===== config.mk =====
export PLATFORM = sky130hd
export DESIGN_NAME = primitive_assembler
export DESIGN_NICKNAME = d
export VERILOG_FILES = /design/src/rtl/core/pa_pkg.sv /design/src/rtl/core/primitive_assembler.sv
export VERILOG_INCLUDE_DIRS = /design/src /design/src/rtl/core
export SDC_FILE = /design/constraint.sdc
export NUM_CORES = 1
export LEC_CHECK = 0
export ABC_CLOCK_PERIOD_IN_PS = 4190
export BUFFER_PORTS_ARGS = -buffer_cell sky130_fd_sc_hd__buf_2
export CORE_UTILIZATION = 50
export CTS_CLUSTER_SIZE = 14
export DETAILED_ROUTE_END_ITERATION = 7
export GPL_TIMING_DRIVEN = 1
export PLACE_DENSITY_LB_ADDON = 0.05
export SYNTH_ARGS = -nofsm -noshare
export SYNTH_HDL_FRONTEND = slang
export SYNTH_SLANG_ARGS = --single-unit

===== constraint.sdc =====
create_clock -name clock -period 4.19 [get_ports clock]
set_input_delay 0.838 -clock clock [delete_from_list [all_inputs] [get_ports clock]]
set_output_delay 0.838 -clock clock [all_outputs]
set_load 0.01 [all_outputs]

===== src/rtl/core/assert_macros.svh =====
// ----------------------------------------------------------------------------
// Assertion macros
// Concurrent assertion wrappers shared by the RTL; empty under synthesis.
// ----------------------------------------------------------------------------
`ifndef ASSERT_MACROS_SVH
`define ASSERT_MACROS_SVH

`ifndef SYNTHESIS

`define AST_IMPL(label, clk, rst, ante, cons, msg) \
   label: assert property (@(posedge clk) disable iff (rst) (ante) |-> (cons)) \
      else $error(msg);

`define AST_NEXT(label, clk, rst, ante, cons, msg) \
   label: assert property (@(posedge clk) disable iff (rst) (ante) |=> (cons)) \
      else $error(msg);

`else

`define AST_IMPL(label, clk, rst, ante, cons, msg)

`define AST_NEXT(label, clk, rst, ante, cons, msg)

`endif

`endif


===== src/rtl/core/pa_pkg.sv =====
// ----------------------------------------------------------------------------
// pa_pkg
// Constants, codes and the control store of the primitive assembler.
// ----------------------------------------------------------------------------
`timescale 1ns / 1ps

package pa_pkg;

   localparam int SLOT_DEPTH = 32;
   localparam int SLOT_AW    = $clog2(SLOT_DEPTH);
   localparam int POLY_CAP   = (SLOT_DEPTH < 32) ? SLOT_DEPTH : 32;
   localparam int FILL_W     = 6;
   localparam int SLOT_W     = 5;
   localparam int TAG_W      = 16;
   localparam int PC_W       = 5;
   localparam int ACT_W      = 3;

   localparam logic [1:0] OP_BEGIN  = 2'd0;
   localparam logic [1:0] OP_VERTEX = 2'd1;
   localparam logic [1:0] OP_END    = 2'd2;
   localparam logic [1:0] OP_RSVD   = 2'd3;

   localparam logic [3:0] MODE_POINTS  = 4'd0;
   localparam logic [3:0] MODE_LINES   = 4'd1;
   localparam logic [3:0] MODE_LSTRIP  = 4'd2;
   localparam logic [3:0] MODE_LOOP    = 4'd3;
   localparam logic [3:0] MODE_TRIS    = 4'd4;
   localparam logic [3:0] MODE_TSTRIP  = 4'd5;
   localparam logic [3:0] MODE_FAN     = 4'd6;
   localparam logic [3:0] MODE_QUADS   = 4'd7;
   localparam logic [3:0] MODE_QSTRIP  = 4'd8;
   localparam logic [3:0] MODE_POLYGON = 4'd9;

   localparam logic [1:0] ST_OK  = 2'd0;
   localparam logic [1:0] ST_SEQ = 2'd1;
   localparam logic [1:0] ST_OVF = 2'd2;

   localparam logic [ACT_W-1:0] ACT_NOP   = 3'd0;
   localparam logic [ACT_W-1:0] ACT_ERR   = 3'd1;
   localparam logic [ACT_W-1:0] ACT_WRTAG = 3'd2;
   localparam logic [ACT_W-1:0] ACT_RD    = 3'd3;
   localparam logic [ACT_W-1:0] ACT_WR    = 3'd4;
   localparam logic [ACT_W-1:0] ACT_RUN   = 3'd5;
   localparam logic [ACT_W-1:0] ACT_ONE   = 3'd6;

   // program entry points
   localparam logic [PC_W-1:0] PC_IDLE  = 5'd0;
   localparam logic [PC_W-1:0] PC_ERR   = 5'd1;
   localparam logic [PC_W-1:0] PC_VO    = 5'd2;
   localparam logic [PC_W-1:0] PC_VR    = 5'd3;
   localparam logic [PC_W-1:0] PC_LF    = 5'd5;
   localparam logic [PC_W-1:0] PC_LS    = 5'd8;
   localparam logic [PC_W-1:0] PC_FAN   = 5'd12;
   localparam logic [PC_W-1:0] PC_QS    = 5'd16;
   localparam logic [PC_W-1:0] PC_LE    = 5'd22;
   localparam logic [PC_W-1:0] PC_PE    = 5'd24;

   typedef struct packed {
      logic [ACT_W-1:0]   act;
      logic [SLOT_AW-1:0] addr;
      logic               last;
      logic               fin;
   } ctl_type;

   function automatic ctl_type mk(input logic [ACT_W-1:0] act, input int addr,
                                  input logic last, input logic fin);
      ctl_type w;
      w.act  = act;
      w.addr = SLOT_AW'(addr);
      w.last = last;
      w.fin  = fin;
      return w;
   endfunction

   function automatic ctl_type rom_word(input logic [PC_W-1:0] pc);
      ctl_type w;
      unique case (pc)
         5'd1:    w = mk(ACT_ERR,   0, 1'b1, 1'b1);
         5'd2:    w = mk(ACT_WRTAG, 0, 1'b0, 1'b1);
         5'd3:    w = mk(ACT_WRTAG, 0, 1'b0, 1'b0);
         5'd4:    w = mk(ACT_RUN,   0, 1'b0, 1'b1);
         5'd5:    w = mk(ACT_WRTAG, 0, 1'b0, 1'b0);
         5'd6:    w = mk(ACT_RD,    0, 1'b0, 1'b0);
         5'd7:    w = mk(ACT_WR,    2, 1'b0, 1'b1);
         5'd8:    w = mk(ACT_WRTAG, 0, 1'b0, 1'b0);
         5'd9:    w = mk(ACT_RUN,   0, 1'b0, 1'b0);
         5'd10:   w = mk(ACT_RD,    1, 1'b0, 1'b0);
         5'd11:   w = mk(ACT_WR,    0, 1'b0, 1'b1);
         5'd12:   w = mk(ACT_WRTAG, 0, 1'b0, 1'b0);
         5'd13:   w = mk(ACT_RUN,   0, 1'b0, 1'b0);
         5'd14:   w = mk(ACT_RD,    2, 1'b0, 1'b0);
         5'd15:   w = mk(ACT_WR,    1, 1'b0, 1'b1);
         5'd16:   w = mk(ACT_WRTAG, 0, 1'b0, 1'b0);
         5'd17:   w = mk(ACT_RUN,   0, 1'b0, 1'b0);
         5'd18:   w = mk(ACT_RD,    2, 1'b0, 1'b0);
         5'd19:   w = mk(ACT_WR,    0, 1'b0, 1'b0);
         5'd20:   w = mk(ACT_RD,    3, 1'b0, 1'b0);
         5'd21:   w = mk(ACT_WR,    1, 1'b0, 1'b1);
         5'd22:   w = mk(ACT_ONE,   0, 1'b0, 1'b0);
         5'd23:   w = mk(ACT_ONE,   2, 1'b1, 1'b1);
         5'd24:   w = mk(ACT_RUN,   0, 1'b0, 1'b1);
         default: w = mk(ACT_NOP,   0, 1'b0, 1'b1);
      endcase
      return w;
   endfunction

endpackage


===== src/rtl/core/primitive_assembler.sv =====
// ----------------------------------------------------------------------------
// primitive_assembler
// Groups vertex tags into points, lines, triangles, quads and polygons and
// emits each finished primitive as a run of slot contents.
// ----------------------------------------------------------------------------
// Steps: a begin is taken in idle and sends no response; a vertex is accepted, then
// its tag is written to its slot, then each slot copy is a read and a write and each
// emitted slot a registered memory read and a response load; an error is accepted and
// then answered. One transaction at a time; a held response stalls the sequencer.
// Reset: synchronous, active high; no primitive open, fill and running count
// at zero, slot memory contents left as they are.
`timescale 1ns / 1ps
`include "assert_macros.svh"

module primitive_assembler (
   input  logic        clock,
   input  logic        reset,
   input  logic        req_tvalid,
   output logic        req_tready,
   input  logic [15:0] req_tdata,   // [15:0] vertex_tag
   input  logic [5:0]  req_tuser,   // [1:0] operation, [5:2] prim_type
   output logic        rsp_tvalid,
   input  logic        rsp_tready,
   output logic [39:0] rsp_tdata,   // [4:0] slot, [20:5] tag_out, [36:21] running_count
   output logic [5:0]  rsp_tuser,   // [1:0] status, [5:2] kind
   output logic        rsp_tlast
);

   logic [pa_pkg::PC_W-1:0]    pc_ff, pc_in;
   logic                       ph_ff, ph_in;
   logic [pa_pkg::FILL_W-1:0]  cnt_ff, cnt_in;
   logic [pa_pkg::FILL_W-1:0]  lim_ff, lim_in;
   logic [pa_pkg::SLOT_AW-1:0] wr_addr_ff, wr_addr_in;
   logic [pa_pkg::TAG_W-1:0]   tag_ff, tag_in;
   logic [1:0]                 err_ff, err_in;
   logic                       open_ff, open_in;
   logic [3:0]                 mode_ff, mode_in;
   logic [pa_pkg::FILL_W-1:0]  fill_ff, fill_in;
   logic [15:0]                total_ff, total_in;
   logic [pa_pkg::TAG_W-1:0]   rdata_ff;

   logic                       rsp_valid_ff, rsp_valid_in;
   logic [1:0]                 out_status_ff, out_status_in;
   logic [3:0]                 out_kind_ff, out_kind_in;
   logic [pa_pkg::SLOT_W-1:0]  out_slot_ff, out_slot_in;
   logic [pa_pkg::TAG_W-1:0]   out_tag_ff, out_tag_in;
   logic [15:0]                out_count_ff, out_count_in;
   logic                       out_last_ff, out_last_in;

   logic [pa_pkg::TAG_W-1:0]   mem [pa_pkg::SLOT_DEPTH];
   logic                       mem_we, mem_re;
   logic [pa_pkg::SLOT_AW-1:0] mem_waddr, mem_raddr;
   logic [pa_pkg::TAG_W-1:0]   mem_wdata;

   pa_pkg::ctl_type            ctl;
   logic                       req_accept, out_free, adv, load;
   logic [1:0]                 op;
   logic [3:0]                 pt;
   logic [pa_pkg::FILL_W-1:0]  n_fill, cnt_nx;
   logic [15:0]                tot_inc;

   assign req_tready = (pc_ff == pa_pkg::PC_IDLE) && !reset;
   assign req_accept = req_tvalid && req_tready;
   assign op         = req_tuser[1:0];
   assign pt         = req_tuser[5:2];
   assign ctl        = pa_pkg::rom_word(pc_ff);
   assign out_free   = !rsp_valid_ff || rsp_tready;
   assign n_fill     = fill_ff + pa_pkg::FILL_W'(1);
   assign cnt_nx     = cnt_ff + pa_pkg::FILL_W'(1);
   assign tot_inc    = (total_ff != 16'hFFFF) ? total_ff + 16'd1 : total_ff;

   always_comb begin
      pc_in         = pc_ff;
      ph_in         = ph_ff;
      cnt_in        = cnt_ff;
      lim_in        = lim_ff;
      wr_addr_in    = wr_addr_ff;
      tag_in        = tag_ff;
      err_in        = err_ff;
      open_in       = open_ff;
      mode_in       = mode_ff;
      fill_in       = fill_ff;
      total_in      = total_ff;
      rsp_valid_in  = rsp_valid_ff && !rsp_tready;
      out_status_in = out_status_ff;
      out_kind_in   = out_kind_ff;
      out_slot_in   = out_slot_ff;
      out_tag_in    = out_tag_ff;
      out_count_in  = out_count_ff;
      out_last_in   = out_last_ff;
      mem_we        = 1'b0;
      mem_re        = 1'b0;
      mem_waddr     = wr_addr_ff;
      mem_raddr     = ctl.addr;
      mem_wdata     = tag_ff;
      adv           = 1'b0;
      load          = 1'b0;

      if (pc_ff == pa_pkg::PC_IDLE) begin
         if (req_accept) begin
            tag_in     = req_tdata;
            wr_addr_in = pa_pkg::SLOT_AW'(fill_ff);
            cnt_in     = '0;
            ph_in      = 1'b0;
            unique case (op)
               pa_pkg::OP_BEGIN: begin
                  if (open_ff || (pt > pa_pkg::MODE_POLYGON)) begin
                     err_in = pa_pkg::ST_SEQ;
                     pc_in  = pa_pkg::PC_ERR;
                  end else begin
                     open_in  = 1'b1;
                     mode_in  = pt;
                     fill_in  = '0;
                     total_in = '0;
                  end
               end
               pa_pkg::OP_VERTEX: begin
                  if (!open_ff) begin
                     err_in = pa_pkg::ST_SEQ;
                     pc_in  = pa_pkg::PC_ERR;
                  end else if ((mode_ff == pa_pkg::MODE_POLYGON) &&
                               (fill_ff >= pa_pkg::FILL_W'(pa_pkg::POLY_CAP))) begin
                     err_in = pa_pkg::ST_OVF;
                     pc_in  = pa_pkg::PC_ERR;
                  end else begin
                     total_in = tot_inc;
                     fill_in  = n_fill;
                     pc_in    = pa_pkg::PC_VO;
                     unique case (mode_ff) inside
                        pa_pkg::MODE_POINTS: begin
                           pc_in   = pa_pkg::PC_VR;
                           lim_in  = pa_pkg::FILL_W'(1);
                           fill_in = '0;
                        end
                        pa_pkg::MODE_LINES: begin
                           if (n_fill == pa_pkg::FILL_W'(2)) begin
                              pc_in   = pa_pkg::PC_VR;
                              lim_in  = pa_pkg::FILL_W'(2);
                              fill_in = '0;
                           end
                        end
                        pa_pkg::MODE_LSTRIP, pa_pkg::MODE_LOOP: begin
                           if (n_fill == pa_pkg::FILL_W'(1)) begin
                              pc_in = pa_pkg::PC_LF;
                           end else if (n_fill == pa_pkg::FILL_W'(2)) begin
                              pc_in   = pa_pkg::PC_LS;
                              lim_in  = pa_pkg::FILL_W'(2);
                              fill_in = pa_pkg::FILL_W'(1);
                           end
                        end
                        pa_pkg::MODE_TRIS: begin
                           if (n_fill == pa_pkg::FILL_W'(3)) begin
                              pc_in   = pa_pkg::PC_VR;
                              lim_in  = pa_pkg::FILL_W'(3);
                              fill_in = '0;
                           end
                        end
                        pa_pkg::MODE_TSTRIP: begin
                           if (n_fill == pa_pkg::FILL_W'(3)) begin
                              fill_in = '0;
                           end
                           if (tot_inc >= 16'd3) begin
                              pc_in  = pa_pkg::PC_VR;
                              lim_in = pa_pkg::FILL_W'(3);
                           end
                        end
                        pa_pkg::MODE_FAN: begin
                           if (n_fill == pa_pkg::FILL_W'(3)) begin
                              pc_in   = pa_pkg::PC_FAN;
                              lim_in  = pa_pkg::FILL_W'(3);
                              fill_in = pa_pkg::FILL_W'(2);
                           end
                        end
                        pa_pkg::MODE_QUADS: begin
                           if (n_fill == pa_pkg::FILL_W'(4)) begin
                              pc_in   = pa_pkg::PC_VR;
                              lim_in  = pa_pkg::FILL_W'(4);
                              fill_in = '0;
                           end
                        end
                        pa_pkg::MODE_QSTRIP: begin
                           if (n_fill == pa_pkg::FILL_W'(4)) begin
                              pc_in   = pa_pkg::PC_QS;
                              lim_in  = pa_pkg::FILL_W'(4);
                              fill_in = pa_pkg::FILL_W'(2);
                           end
                        end
                        default: begin
                           pc_in = pa_pkg::PC_VO;
                        end
                     endcase
                  end
               end
               pa_pkg::OP_END: begin
                  if (!open_ff) begin
                     err_in = pa_pkg::ST_SEQ;
                     pc_in  = pa_pkg::PC_ERR;
                  end else begin
                     open_in = 1'b0;
                     if ((mode_ff == pa_pkg::MODE_LOOP) && (total_ff >= 16'd3)) begin
                        pc_in = pa_pkg::PC_LE;
                     end else if ((mode_ff == pa_pkg::MODE_POLYGON) &&
                                  (fill_ff >= pa_pkg::FILL_W'(3))) begin
                        pc_in  = pa_pkg::PC_PE;
                        lim_in = fill_ff;
                     end
                  end
               end
               default: begin
                  err_in = pa_pkg::ST_SEQ;
                  pc_in  = pa_pkg::PC_ERR;
               end
            endcase
         end
      end else begin
         unique case (ctl.act)
            pa_pkg::ACT_ERR: begin
               if (out_free) begin
                  load          = 1'b1;
                  out_status_in = err_ff;
                  out_slot_in   = '0;
                  out_tag_in    = '0;
                  out_last_in   = 1'b1;
                  adv           = 1'b1;
               end
            end
            pa_pkg::ACT_WRTAG: begin
               mem_we = 1'b1;
               adv    = 1'b1;
            end
            pa_pkg::ACT_RD: begin
               mem_re = 1'b1;
               adv    = 1'b1;
            end
            pa_pkg::ACT_WR: begin
               mem_we    = 1'b1;
               mem_waddr = ctl.addr;
               mem_wdata = rdata_ff;
               adv       = 1'b1;
            end
            pa_pkg::ACT_RUN: begin
               if (!ph_ff) begin
                  mem_re    = 1'b1;
                  mem_raddr = pa_pkg::SLOT_AW'(cnt_ff);
                  ph_in     = 1'b1;
               end else if (out_free) begin
                  load          = 1'b1;
                  out_status_in = pa_pkg::ST_OK;
                  out_slot_in   = cnt_ff[pa_pkg::SLOT_W-1:0];
                  out_tag_in    = rdata_ff;
                  out_last_in   = (cnt_nx == lim_ff);
                  cnt_in        = cnt_nx;
                  ph_in         = 1'b0;
                  adv           = (cnt_nx == lim_ff);
               end
            end
            pa_pkg::ACT_ONE: begin
               if (!ph_ff) begin
                  mem_re = 1'b1;
                  ph_in  = 1'b1;
               end else if (out_free) begin
                  load          = 1'b1;
                  out_status_in = pa_pkg::ST_OK;
                  out_slot_in   = pa_pkg::SLOT_W'(ctl.addr);
                  out_tag_in    = rdata_ff;
                  out_last_in   = ctl.last;
                  ph_in         = 1'b0;
                  adv           = 1'b1;
               end
            end
            default: begin
               pc_in = pa_pkg::PC_IDLE;
            end
         endcase
         if (adv) begin
            pc_in = ctl.fin ? pa_pkg::PC_IDLE : pc_ff + pa_pkg::PC_W'(1);
         end
      end

      if (load) begin
         rsp_valid_in = 1'b1;
         out_kind_in  = mode_ff;
         out_count_in = total_ff;
      end
   end

   always_ff @(posedge clock) begin
      if (reset) begin
         pc_ff        <= pa_pkg::PC_IDLE;
         ph_ff        <= 1'b0;
         open_ff      <= 1'b0;
         mode_ff      <= pa_pkg::MODE_POINTS;
         fill_ff      <= '0;
         total_ff     <= '0;
         rsp_valid_ff <= 1'b0;
      end else begin
         pc_ff        <= pc_in;
         ph_ff        <= ph_in;
         open_ff      <= open_in;
         mode_ff      <= mode_in;
         fill_ff      <= fill_in;
         total_ff     <= total_in;
         rsp_valid_ff <= rsp_valid_in;
      end
   end

   always_ff @(posedge clock) begin
      cnt_ff        <= cnt_in;
      lim_ff        <= lim_in;
      wr_addr_ff    <= wr_addr_in;
      tag_ff        <= tag_in;
      err_ff        <= err_in;
      out_status_ff <= out_status_in;
      out_kind_ff   <= out_kind_in;
      out_slot_ff   <= out_slot_in;
      out_tag_ff    <= out_tag_in;
      out_count_ff  <= out_count_in;
      out_last_ff   <= out_last_in;
   end

   always_ff @(posedge clock) begin
      if (mem_we) begin
         mem[mem_waddr] <= mem_wdata;
      end
   end

   always_ff @(posedge clock) begin
      if (mem_re) begin
         rdata_ff <= mem[mem_raddr];
      end
   end

   assign rsp_tvalid = rsp_valid_ff;
   assign rsp_tdata  = {3'b000, out_count_ff, out_tag_ff, out_slot_ff};
   assign rsp_tuser  = {out_kind_ff, out_status_ff};
   assign rsp_tlast  = out_last_ff;

   `AST_IMPL(a_err_single, clock, reset, rsp_tvalid && (out_status_ff != pa_pkg::ST_OK), rsp_tlast && (out_slot_ff == '0) && (out_tag_ff == '0), "error transaction not a single zeroed beat")
   `AST_IMPL(a_fill_bound, clock, reset, open_ff && (mode_ff != pa_pkg::MODE_POLYGON), fill_ff <= pa_pkg::FILL_W'(3), "fill level out of range for mode")
   `AST_IMPL(a_run_bound, clock, reset, (pc_ff != pa_pkg::PC_IDLE) && (ctl.act == pa_pkg::ACT_RUN), cnt_ff < lim_ff, "emit index past run length")
   `AST_NEXT(a_rsvd_err, clock, reset, req_accept && (op == pa_pkg::OP_RSVD), pc_ff == pa_pkg::PC_ERR, "reserved operation did not raise error")

endmodule

== Yosys cells after proc, flatten, opt, wreduce, memory -nomap -nowiden ==
Memory sizes are Yosys's and may differ from the RTL's. A register that Yosys moved wholly into a read port is not among the register bits.
Cells that the tools add are included.

* $add $sub $neg: 4
* Order comparisons: 5
* Eq/ne operators: 48
* Mux-type cells: 112
* Bitwise logic cells: 2
* Reduce and logical (&&, ||, !) cells: 42

{| class="wikitable"
|+ Operator list
! cell !! number
|-
| 2-to-1 mux 6 bit || 25
|-
| 2-to-1 mux 16 bit || 9
|-
| 2-to-1 mux 5 bit || 24
|-
| one-hot mux 16 bit (2 select lines) || 2
|-
| one-hot mux 6 bit (7 select lines) || 1
|-
| one-hot mux 5 bit (8 select lines) || 1
|-
| one-hot mux 6 bit (6 select lines) || 1
|-
| >= comparator 16 x 2 -> 1 bit, second input constant || 2
|-
| one-hot mux 5 bit (3 select lines) || 2
|-
| 2-to-1 mux 1 bit || 28
|-
| != test 2 bit, second input constant || 14
|-
| one-hot mux 6 bit (2 select lines) || 2
|-
| != test 3 bit, second input constant || 6
|-
| adder 16 x 1 -> 16 bit, second input constant || 1
|-
| equality test 4 x 3 -> 1 bit, second input constant || 4
|-
| != test 16 bit, second input constant || 1
|-
| AND reduction 4 bit || 4
|-
| nonzero test 2 bit || 8
|-
| 2-to-1 mux 2 bit || 7
|-
| AND reduction 13 bit || 1
|-
| adder 6 x 1 -> 6 bit, second input constant || 2
|-
| equality test 6 x 2 -> 1 bit, second input constant || 2
|-
| 2-to-1 mux 4 bit || 3
|-
| OR reduction 2 bit || 6
|-
| 38 further kinds || 57
|}

* Bits in registers: 113
* RAM bits: 512
* ROM bits: 224
* Bits of input ports: 26
* Output and inout bits: 49
* Logic and storage cells: 233
* Memories: 2

{| class="wikitable"
|+ Memory list
! memory !! depth !! width !! read ports !! clocked after Yosys merged registers in !! wr ports !! RTL line !! text
|-
| mem || 32 || 16 || 1 || 1 || 1 || primitive_assembler.sv:50 || <nowiki>logic [pa_pkg::TAG_W-1:0] mem [pa_pkg::SLOT_DEPTH];</nowiki>
|-
| (name not given) || 32 || 7 || 1 || 1 || 0 || pa_pkg.sv:77 || <nowiki>unique case (pc)</nowiki>
|}

== Logic depth before layout (Yosys ltp) ==
Gate-level depths: netlist (run 1).

* Word-level depth: 12
* Depth in mapped cells: 17
* Gate-level depth less buffers: 16

== Worst setup path after synthesis (run 1) ==
No wires, ideal clock.

* Path kind: register -> register
* Start: reg total_ff[0]
* End: reg ctl[9] (netlist name)
* Library setup time: 0.078 ns
* Data arrival time: 3.666 ns
* Data required time: 4.112 ns
* Slack: 0.446 ns
* Cell stages (with the launch flop): 16
* Buffers on the path: 0
* Period minus slack after synthesis: 3.744 ns
* Cell sequence: dfxtp_1 > ha_1 > and3_1 > and2_4 > a31o_1 > a2111oi_2 > a41oi_1 > o31a_1 > or4_4 > a31oi_4 > nor2_1 > inv_1 > ha_1 > nor2_1 > a2111o_1 > a32oi_1

* Word-level cells in the longest chain between the ends: 12
* Elaborated cells on any way between the ends: 19
* Classes of those cells: 1 x add/sub; 2 x order compare; 2 x eq/ne; 12 x mux; 2 x reduce/logical

{| class="wikitable"
|+ RTL lines
! what !! RTL line !! text
|-
| start: declaration || primitive_assembler.sv:39 || <nowiki>logic [15:0] total_ff, total_in;</nowiki>
|-
| start signal: assignment || primitive_assembler.sv:302 || <nowiki>total_ff <= total_in;</nowiki>
|-
| adder 16 x 1 -> 16 bit / != test 16 bit (equally long branches) || primitive_assembler.sv:70 || <nowiki>assign tot_inc = (total_ff != 16'hFFFF) ? total_ff + 16'd1 : total_ff;</nowiki>
|-
| 2-to-1 mux 16 bit || primitive_assembler.sv:70 ||
|-
| >= comparator 16 x 2 -> 1 bit || primitive_assembler.sv:162 || <nowiki>if (tot_inc >= 16'd3) begin</nowiki>
|-
| 2-to-1 mux 1 bit || primitive_assembler.sv:162 ||
|-
| one-hot mux 5 bit (8 select lines) || primitive_assembler.sv:129 || <nowiki>unique case (mode_ff) inside</nowiki>
|-
| 2-to-1 mux 5 bit || primitive_assembler.sv:121 || <nowiki>end else if ((mode_ff == pa_pkg::MODE_POLYGON) &&</nowiki>
|-
| 2-to-1 mux 5 bit || primitive_assembler.sv:118 || <nowiki>if (!open_ff) begin</nowiki>
|-
| one-hot mux 5 bit (3 select lines) || primitive_assembler.sv:105 || <nowiki>unique case (op)</nowiki>
|-
| 2-to-1 mux 5 bit || primitive_assembler.sv:100 || <nowiki>if (req_accept) begin</nowiki>
|-
| 2-to-1 mux 5 bit || primitive_assembler.sv:99 || <nowiki>if (pc_ff == pa_pkg::PC_IDLE) begin</nowiki>
|-
| 2-to-1 mux 5 bit (no line) * (2 in series) || - ||
|}

Every way passes the cells marked *; elsewhere a longest branch is shown, timed or not. The select of a mux whose other input is x is not followed.
A chain may end at the register's enable or synchronous reset.

== Worst setup path after layout (run 1) ==
* Start: reg total_ff[1]
* End: reg ctl[9] (netlist name)

* Word-level cells in the longest chain between the ends: 12
* Elaborated cells on any way between the ends: 19
* Classes of those cells: 1 x add/sub; 2 x order compare; 2 x eq/ne; 12 x mux; 2 x reduce/logical

{| class="wikitable"
|+ RTL lines
! what !! RTL line
|-
| adder 16 x 1 -> 16 bit / != test 16 bit (equally long branches) || primitive_assembler.sv:70
|-
| 2-to-1 mux 16 bit || primitive_assembler.sv:70
|-
| >= comparator 16 x 2 -> 1 bit || primitive_assembler.sv:162
|-
| 2-to-1 mux 1 bit || primitive_assembler.sv:162
|-
| one-hot mux 5 bit (8 select lines) || primitive_assembler.sv:129
|-
| 2-to-1 mux 5 bit || primitive_assembler.sv:121
|-
| 2-to-1 mux 5 bit || primitive_assembler.sv:118
|-
| one-hot mux 5 bit (3 select lines) || primitive_assembler.sv:105
|-
| 2-to-1 mux 5 bit || primitive_assembler.sv:100
|-
| 2-to-1 mux 5 bit || primitive_assembler.sv:99
|-
| 2-to-1 mux 5 bit (no line) * (2 in series) || -
|}

Marks and branches as above.

==> flow_summary.yaml, run 1 <==
critical_path:
  arrival_ns: 4.49
  rr_worst_depth: 15
  cp_slowest_cell: "or4_4"
  required_ns: 4.70
  cp-start-kind: "flop"
  worstSetupPathType: "reg -> reg"
  max_stage_delay_ns: 0.57
  endpoint_kind: "flop"
  r2r_setup_slack_ns: 0.21
  reg2reg_to: "ctl[9]"
  critPathBufInv: 1
  worstPathMaxFanout: 4
  r2r_start: "total_ff[1]"
  crit_family: "compound AO/OA/AOI/OAI gates"
  crit_chain: "ha_1 -> and3_1 -> and2_4 -> a31o_1 -> a2111oi_2 -> a41oi_1 -> o31a_1 -> or4_4 -> a31oi_4 -> nor2_1 -> inv_1 -> ha_1 -> nor2_1 -> a2111o_1 -> a32oi_1"
layout:
  fin_util_pct: 58.6
  num_antenna_cells: 0
  area_growth_pct: 14.8
  drive_gt1_share_pct: 13.3
  finish.net_count: 2474
hold_path:
  hold_path_class: "in -> reg"
  min_to: "tag_ff[12]"
  hp-start: "req_tdata[12]"
  hold_depth: 1
routing:
  drc: 0
  drt_wl_total_mm: 72.7
  drt_iter0_markers: 1729
  ant_nets: 0
  wl_per_cell_um: 22.8
  vias_per_cell: 5.88
  routed-via-count: 18700
  firstDrtPassIters: 6
timing:
  tightest_slew_ns: 0.966
  period_minus_slack_ns: 3.98
  finalCritPeriodShare_pct: 95.0
  maxSlewViolCount: 0
  fmax_ghz: 0.251
  setup_viol: 0
  fin_ws_ns: 0.210
  grt_setup_unrepaired: "no"
  setup-tns-final_ns: 0
  holdWs_ns: 0.426
  slew_headroom_pct: 35.1
  skew_ns: 0.0232
  hold_viol: 0
logic_synthesis:
  syn_inst: 2313
  syn_avg_cell_area_um2: 12.0
  ys_warn_count: 0
  synth-seq-area-share_pct: 68.8
  synth.distinct_cells: 80
  synthArstFlopShare_pct: 0
  ys.flop_type: "edfxtp_1"
  netlist_area_um2: 27700
  synth_enable_flop_cells: 607
  ys_ff_latch: 648
floorplan:
  row_count: 85
  initial_core_util_pct: 51.1
  die_h_um: 237
  die_w_um: 237
  boundaryPins: 75
  die_area_um2: 56300
  core_um2: 54200
clocking:
  post_cts_buffers: 0
  postCtsHoldBufs: 0
  tritoncts: "yes"
  clk_pin_slew_worst_paths_ns: 0.06
  htree_levels: 3
  cts_max_path_buffers: 3
  cts-buffers-inserted: 69
  cts-resized-gates: 0
  clk-insertion-delay-late_ns: 0.60
  root_buffer: "clkbuf_16"
  cts.sinks: 648
global_route:
  grt_pass1_vias: 17800
  overflow: 0
  grtUsageTotal_pct: 26.2
  antenna_found_initial: 1
  grt_first_pass_wirelength_mm: 111
  grt_max_degree: 105
placement:
  gp_congestion: 0.888
  pre_cts_ws_ns: 0.217
  post-dp-hpwl_mm: 44.9
  port-buffer-count: 71
power:
  power_density_nw_per_um2: 468
  p_leak_uw: 0.0114
  peakVddDrop_uv: 324
status:
  status: "completed"
job:
  max-cap-violations: 0
[synth_stat cells, drive strengths merged, types with 21 or more instances]
library cell / n / share of area [%]
a211oi: 34 / 0.92
a21oi: 65 / 1.2
a311oi: 39 / 1.2
and2: 31 / 0.71
and3: 45 / 1.0
buf: 37 / 0.72
clkbuf: 115 / 1.6
dfxtp: 41 / 3.0
edfxtp: 607 / 66
inv: 25 / 0.34
mux2i: 42 / 1.5
nand2: 555 / 7.5
nand3: 263 / 4.8
nor2: 123 / 1.7
nor3: 24 / 0.45
o211ai: 21 / 0.57
o21ai: 38 / 0.69
[per-layer routing]
metal / wire [um] / GRT usage, % / part of all wire [%] / up-vias
met3: 5050 / 5.10 / 6.9 / 123
met4: 1980 / 7.98 / 2.7 / 2
met1: 32700 / 38.2 / 45 / 9244
met5: 14 / 0 / 0.019 / -
li1: - / - / - / 8721
met2: 32900 / 39.8 / 45 / 638
[layout make-up]
cell class              instances  area (um^2)
clock buffers                  90         1900
clock inverters                37          425
fillers                      4417        22400
inverters                      25         93.8
multi-input cells            1490         8020
flip-flops and latches        648        19000
well taps                     696          871
repair buffers                198         1450
[cells by family (layout without fill, tap and decap cells)]
family	count (synthesis)	count (layout)	synth area share, %
flops	648	648	68.8
simple gates	1128	1128	18.5
mux	44	44	1.60
xor+xnor	11	11	0.447
fa+ha+maj	16	16	0.723
other cells	1	3	0.0135
buf+inv	177	350	2.62
compound gates	288	288	7.32
[worst reg2reg max path: cells and delay by family (launching register included)]
family	cells	cell delay [ns]
AOI/OAI and AO/OA	7	1.94
adders and majority gates	2	0.39
buffers and inverters	1	0.14
DFF	1	0.32
and+or+nand+nor	5	1.11
[per-stage QoR]
step           cell area (um^2)  power [uW]  std cells
2_1_floorplan             27700        8290       2315
3_3_place_gp              29500        8760       3057
3_5_place_dp              29500        8780       3057
4_1_cts                   31800       15000       3184
5_1_grt                   31800       15400       3184
6_report                  31800       14900       3184
[how the worst max path moves through the flow]
stage | from | endpoint | slack [ns] | cells after the start
final | total_ff[1] | ctl[9] | 0.21 | 15
after detailed placement | total_ff[1] | ctl[9] | 0.22 | 16
after floorplan | total_ff[0] | ctl[9] | 0.45 | 15
after global placement | total_ff[1] | ctl[7] | 0.21 | 16
after global routing | total_ff[1] | ctl[7] | 0.002 | 16
after CTS | total_ff[1] | ctl[9] | 0.13 | 16
[state kept, by name, summed over array words and instances, names as in the netlist, 7 cells and up]
register,cells
tag_ff,16
out_tag_ff,16
total_ff,16
rdata_ff,16
ctl,7
out_count_ff,16
mem,512
[cell usage in the layout, fill, tap and decap left out, types with 6 or more instances in the layout]
cell,Yosys,layout
a211oi_1,34,34
a21boi_0,7,7
a21oi_1,64,64
a22oi_1,9,9
a311oi_1,39,39
a31oi_1,6,6
and2_1,30,29
and3_1,45,45
buf_12,0,11
buf_2,13,71
buf_4,6,116
bufinv_16,0,9
clkbuf_1,115,16
clkbuf_16,0,73
clkinv_1,0,15
clkinv_2,0,7
dfxtp_1,41,41
edfxtp_1,607,607
ha_1,16,16
inv_1,24,24
mux2i_1,42,41
nand2_1,555,553
nand2b_1,7,7
nand3_1,262,262
nand3b_1,8,8
nand4_1,11,11
nor2_1,123,120
nor2b_1,15,15
nor3_1,23,19
nor4_1,8,7
o211ai_1,21,21
o21ai_0,37,37
o31ai_1,18,18
or3_1,6,6
xnor2_1,6,6
[report_power, final]
part	internal, uW	switching, uW
combinational	391	797
clock	3760	2480
sequential	7360	113
total	11500	3390
No activity file was read; power rests on OpenSTA's default activity.
==> run 2, diff against run 1 <==
--- a/config.mk
+++ b/config.mk
@@ -8,6 +8,7 @@
 export LEC_CHECK = 0
 export ABC_CLOCK_PERIOD_IN_PS = 4190
 export BUFFER_PORTS_ARGS = -buffer_cell sky130_fd_sc_hd__buf_2
+export CORE_MARGIN = 2
 export CORE_UTILIZATION = 50
 export CTS_CLUSTER_SIZE = 14
 export DETAILED_ROUTE_END_ITERATION = 7
==> flow_summary.yaml, run 2 (synthesis results as in run 1) <==
status:
  status: "completed"
floorplan:
  die_h_um: 239
  die_w_um: 239
  initial_core_util_pct: 50.5
  row_count: 86
  boundaryPins: 75
  die_area_um2: 57300
  core_um2: 54900
timing:
  fmax_ghz: 0.247
  maxSlewViolCount: 0
  period_minus_slack_ns: 4.05
  grt_setup_unrepaired: "no"
  skew_ns: 0.0201
  tightest_slew_ns: 1.14
  setup-tns-final_ns: 0
  setup_viol: 0
  finalCritPeriodShare_pct: 96.7
  hold_viol: 0
  slew_headroom_pct: 23.7
layout:
  top_register: "mem"
  layout_common_cells: "edfxtp_1 (607), nand2_1 (553), nand3_1 (262)"
  drive_gt1_share_pct: 13.0
  num_antenna_cells: 0
  multiInputGateArea_um2: 8020
  layout_commonest_cell: "edfxtp_1"
  ff_latch_area_um2: 19000
  finish.net_count: 2470
  layoutNonFillerInstCount: 3183
  final.fill_count: 4502
  area_growth_pct: 14.5
  largest_reg_flops: 512
power:
  p_int_uw: 11400
  peakVddDrop_uv: 468
  clkPwrFrac_pct: 41.5
  p_switching_uw: 3360
  swShare_pct: 22.7
  p_leak_uw: 0.0113
  p_comb_share_pct: 7.9
  pwr-share-seq_pct: 50.5
  power_density_nw_per_um2: 466
critical_path:
  cp_slowest_cell: "or4_4"
  arrival_ns: 4.56
  required_ns: 4.70
  endpoint_kind: "flop"
  max_stage_delay_ns: 0.56
  reg2reg_to: "ctl[9]"
  r2r_start: "total_ff[0]"
  worstSetupPathType: "reg -> reg"
  rr_worst_depth: 15
  r2r_setup_slack_ns: 0.14
  crit_family: "compound AO/OA/AOI/OAI gates"
  crit_chain: "ha_1 -> and3_1 -> and2_4 -> a31o_1 -> a2111oi_2 -> a41oi_2 -> o31a_1 -> or4_4 -> a31oi_4 -> nor2_1 -> inv_1 -> ha_1 -> nor2_1 -> a2111o_1 -> a32oi_1"
  cp-start-kind: "flop"
  worstPathMaxFanout: 6
  critPathBufInv: 1
clocking:
  clk-insertion-delay-late_ns: 0.60
  tritoncts: "yes"
  cts_max_path_buffers: 3
  clk_pin_slew_worst_paths_ns: 0.06
  htree_levels: 3
  cts-resized-gates: 0
  cts.sinks: 648
  root_buffer: "clkbuf_16"
  cts-buffers-inserted: 70
  post_cts_buffers: 0
  postCtsHoldBufs: 0
global_route:
  grt_first_pass_wirelength_mm: 111
  grt_pass1_vias: 18000
  grtUsageTotal_pct: 25.9
  grt_max_degree: 105
  antenna_found_initial: 1
  overflow: 0
placement:
  post-dp-hpwl_mm: 45.1
  placed_cells: 3060
  gp_congestion: 0.859
  port-buffer-count: 71
hold_path:
  hold_depth: 1
  min_to: "tag_ff[13]"
  hp-start: "req_tdata[13]"
  hold_path_class: "in -> reg"
routing:
  firstDrtPassIters: 6
  drc: 0
  routed-via-count: 18700
  vias_per_cell: 5.88
  ant_nets: 0
  drt_wl_total_mm: 72.9
  drt_iter0_markers: 1902
  wl_per_cell_um: 22.9
job:
  max-cap-violations: 0
[run 2: cell types whose count changed in the layout (fill, tap and decap cells not counted), moves of 2 or more]
| cell | delta |
|---|---|
| nor2_1 | +3 |
| clkinvlp_4 | -2 |
| nor2_2 | -3 |
| buf_4 | -4 |
| clkinv_1 | -2 |
| clkinv_2 | +2 |
[run 2: power by group through the flow]
stage	combinational, uW	sequential (uW)	clock, uW
2_1_floorplan	721	7560	0
3_3_place_gp	1140	7590	0
3_5_place_dp	1160	7590	0
4_1_cts	1170	7460	6250
5_1_grt	1270	7480	6500
6_report	1170	7460	6130
[run 2: metal layers]
| metal | wire [um] | global-route usage, % | share of wire [%] |
|---|---|---|---|
| met5 | 0 | 0 | 0 |
| met4 | 1200 | 6.67 | 1.6 |
| met3 | 4930 | 4.56 | 6.8 |
| met2 | 32900 | 39.3 | 45 |
| met1 | 33800 | 38.7 | 46 |
[run 2: worst max path at each step]
stage	from	to	slack (ns)	depth (start not counted)
final	total_ff[0]	ctl[9]	0.14	15
after global routing	total_ff[0]	ctl[9]	0.01	15
after CTS	total_ff[3]	ctl[9]	0.16	14
after detailed placement	total_ff[3]	ctl[9]	0.21	14
after global placement	total_ff[11]	ctl[9]	0.24	14
after floorplan	total_ff[0]	ctl[9]	0.45	15
[run 2: worst register-to-register path: cells and delay by family (launching register included)]
family          cells  cell delay [ns]
compound gates      7             1.94
fa+ha+maj           2             0.41
buf+inv             1             0.14
flops               1             0.31
simple gates        5             1.15
[run 2: metrics by stage]
stage | util, % | total power (uW) | worst slack (ns) | hold WS (ns) | cell area (um^2)
2_1_floorplan | - | 8290 | 0.446 | 0.403 | 27700
3_3_place_gp | 53.6 | 8730 | 0.239 | 0.500 | 29400
3_5_place_dp | 53.6 | 8760 | 0.206 | 0.519 | 29400
4_1_cts | 57.8 | 14900 | 0.159 | 0.382 | 31700
5_1_grt | 57.8 | 15300 | 0.0122 | 0.391 | 31700
6_report | 57.8 | 14800 | 0.139 | 0.408 | 31700
[run 2: layout make-up]
| type | count | share of cell area, % |
|---|---|---|
| sequential | 648 | 60.1 |
| timing repair buffer | 193 | 4.40 |
| tap | 704 | 2.78 |
| clock inverter | 34 | 1.21 |
| multi-input combinational | 1490 | 25.3 |
| clock buffer | 89 | 5.95 |
| inverter | 25 | 0.296 |
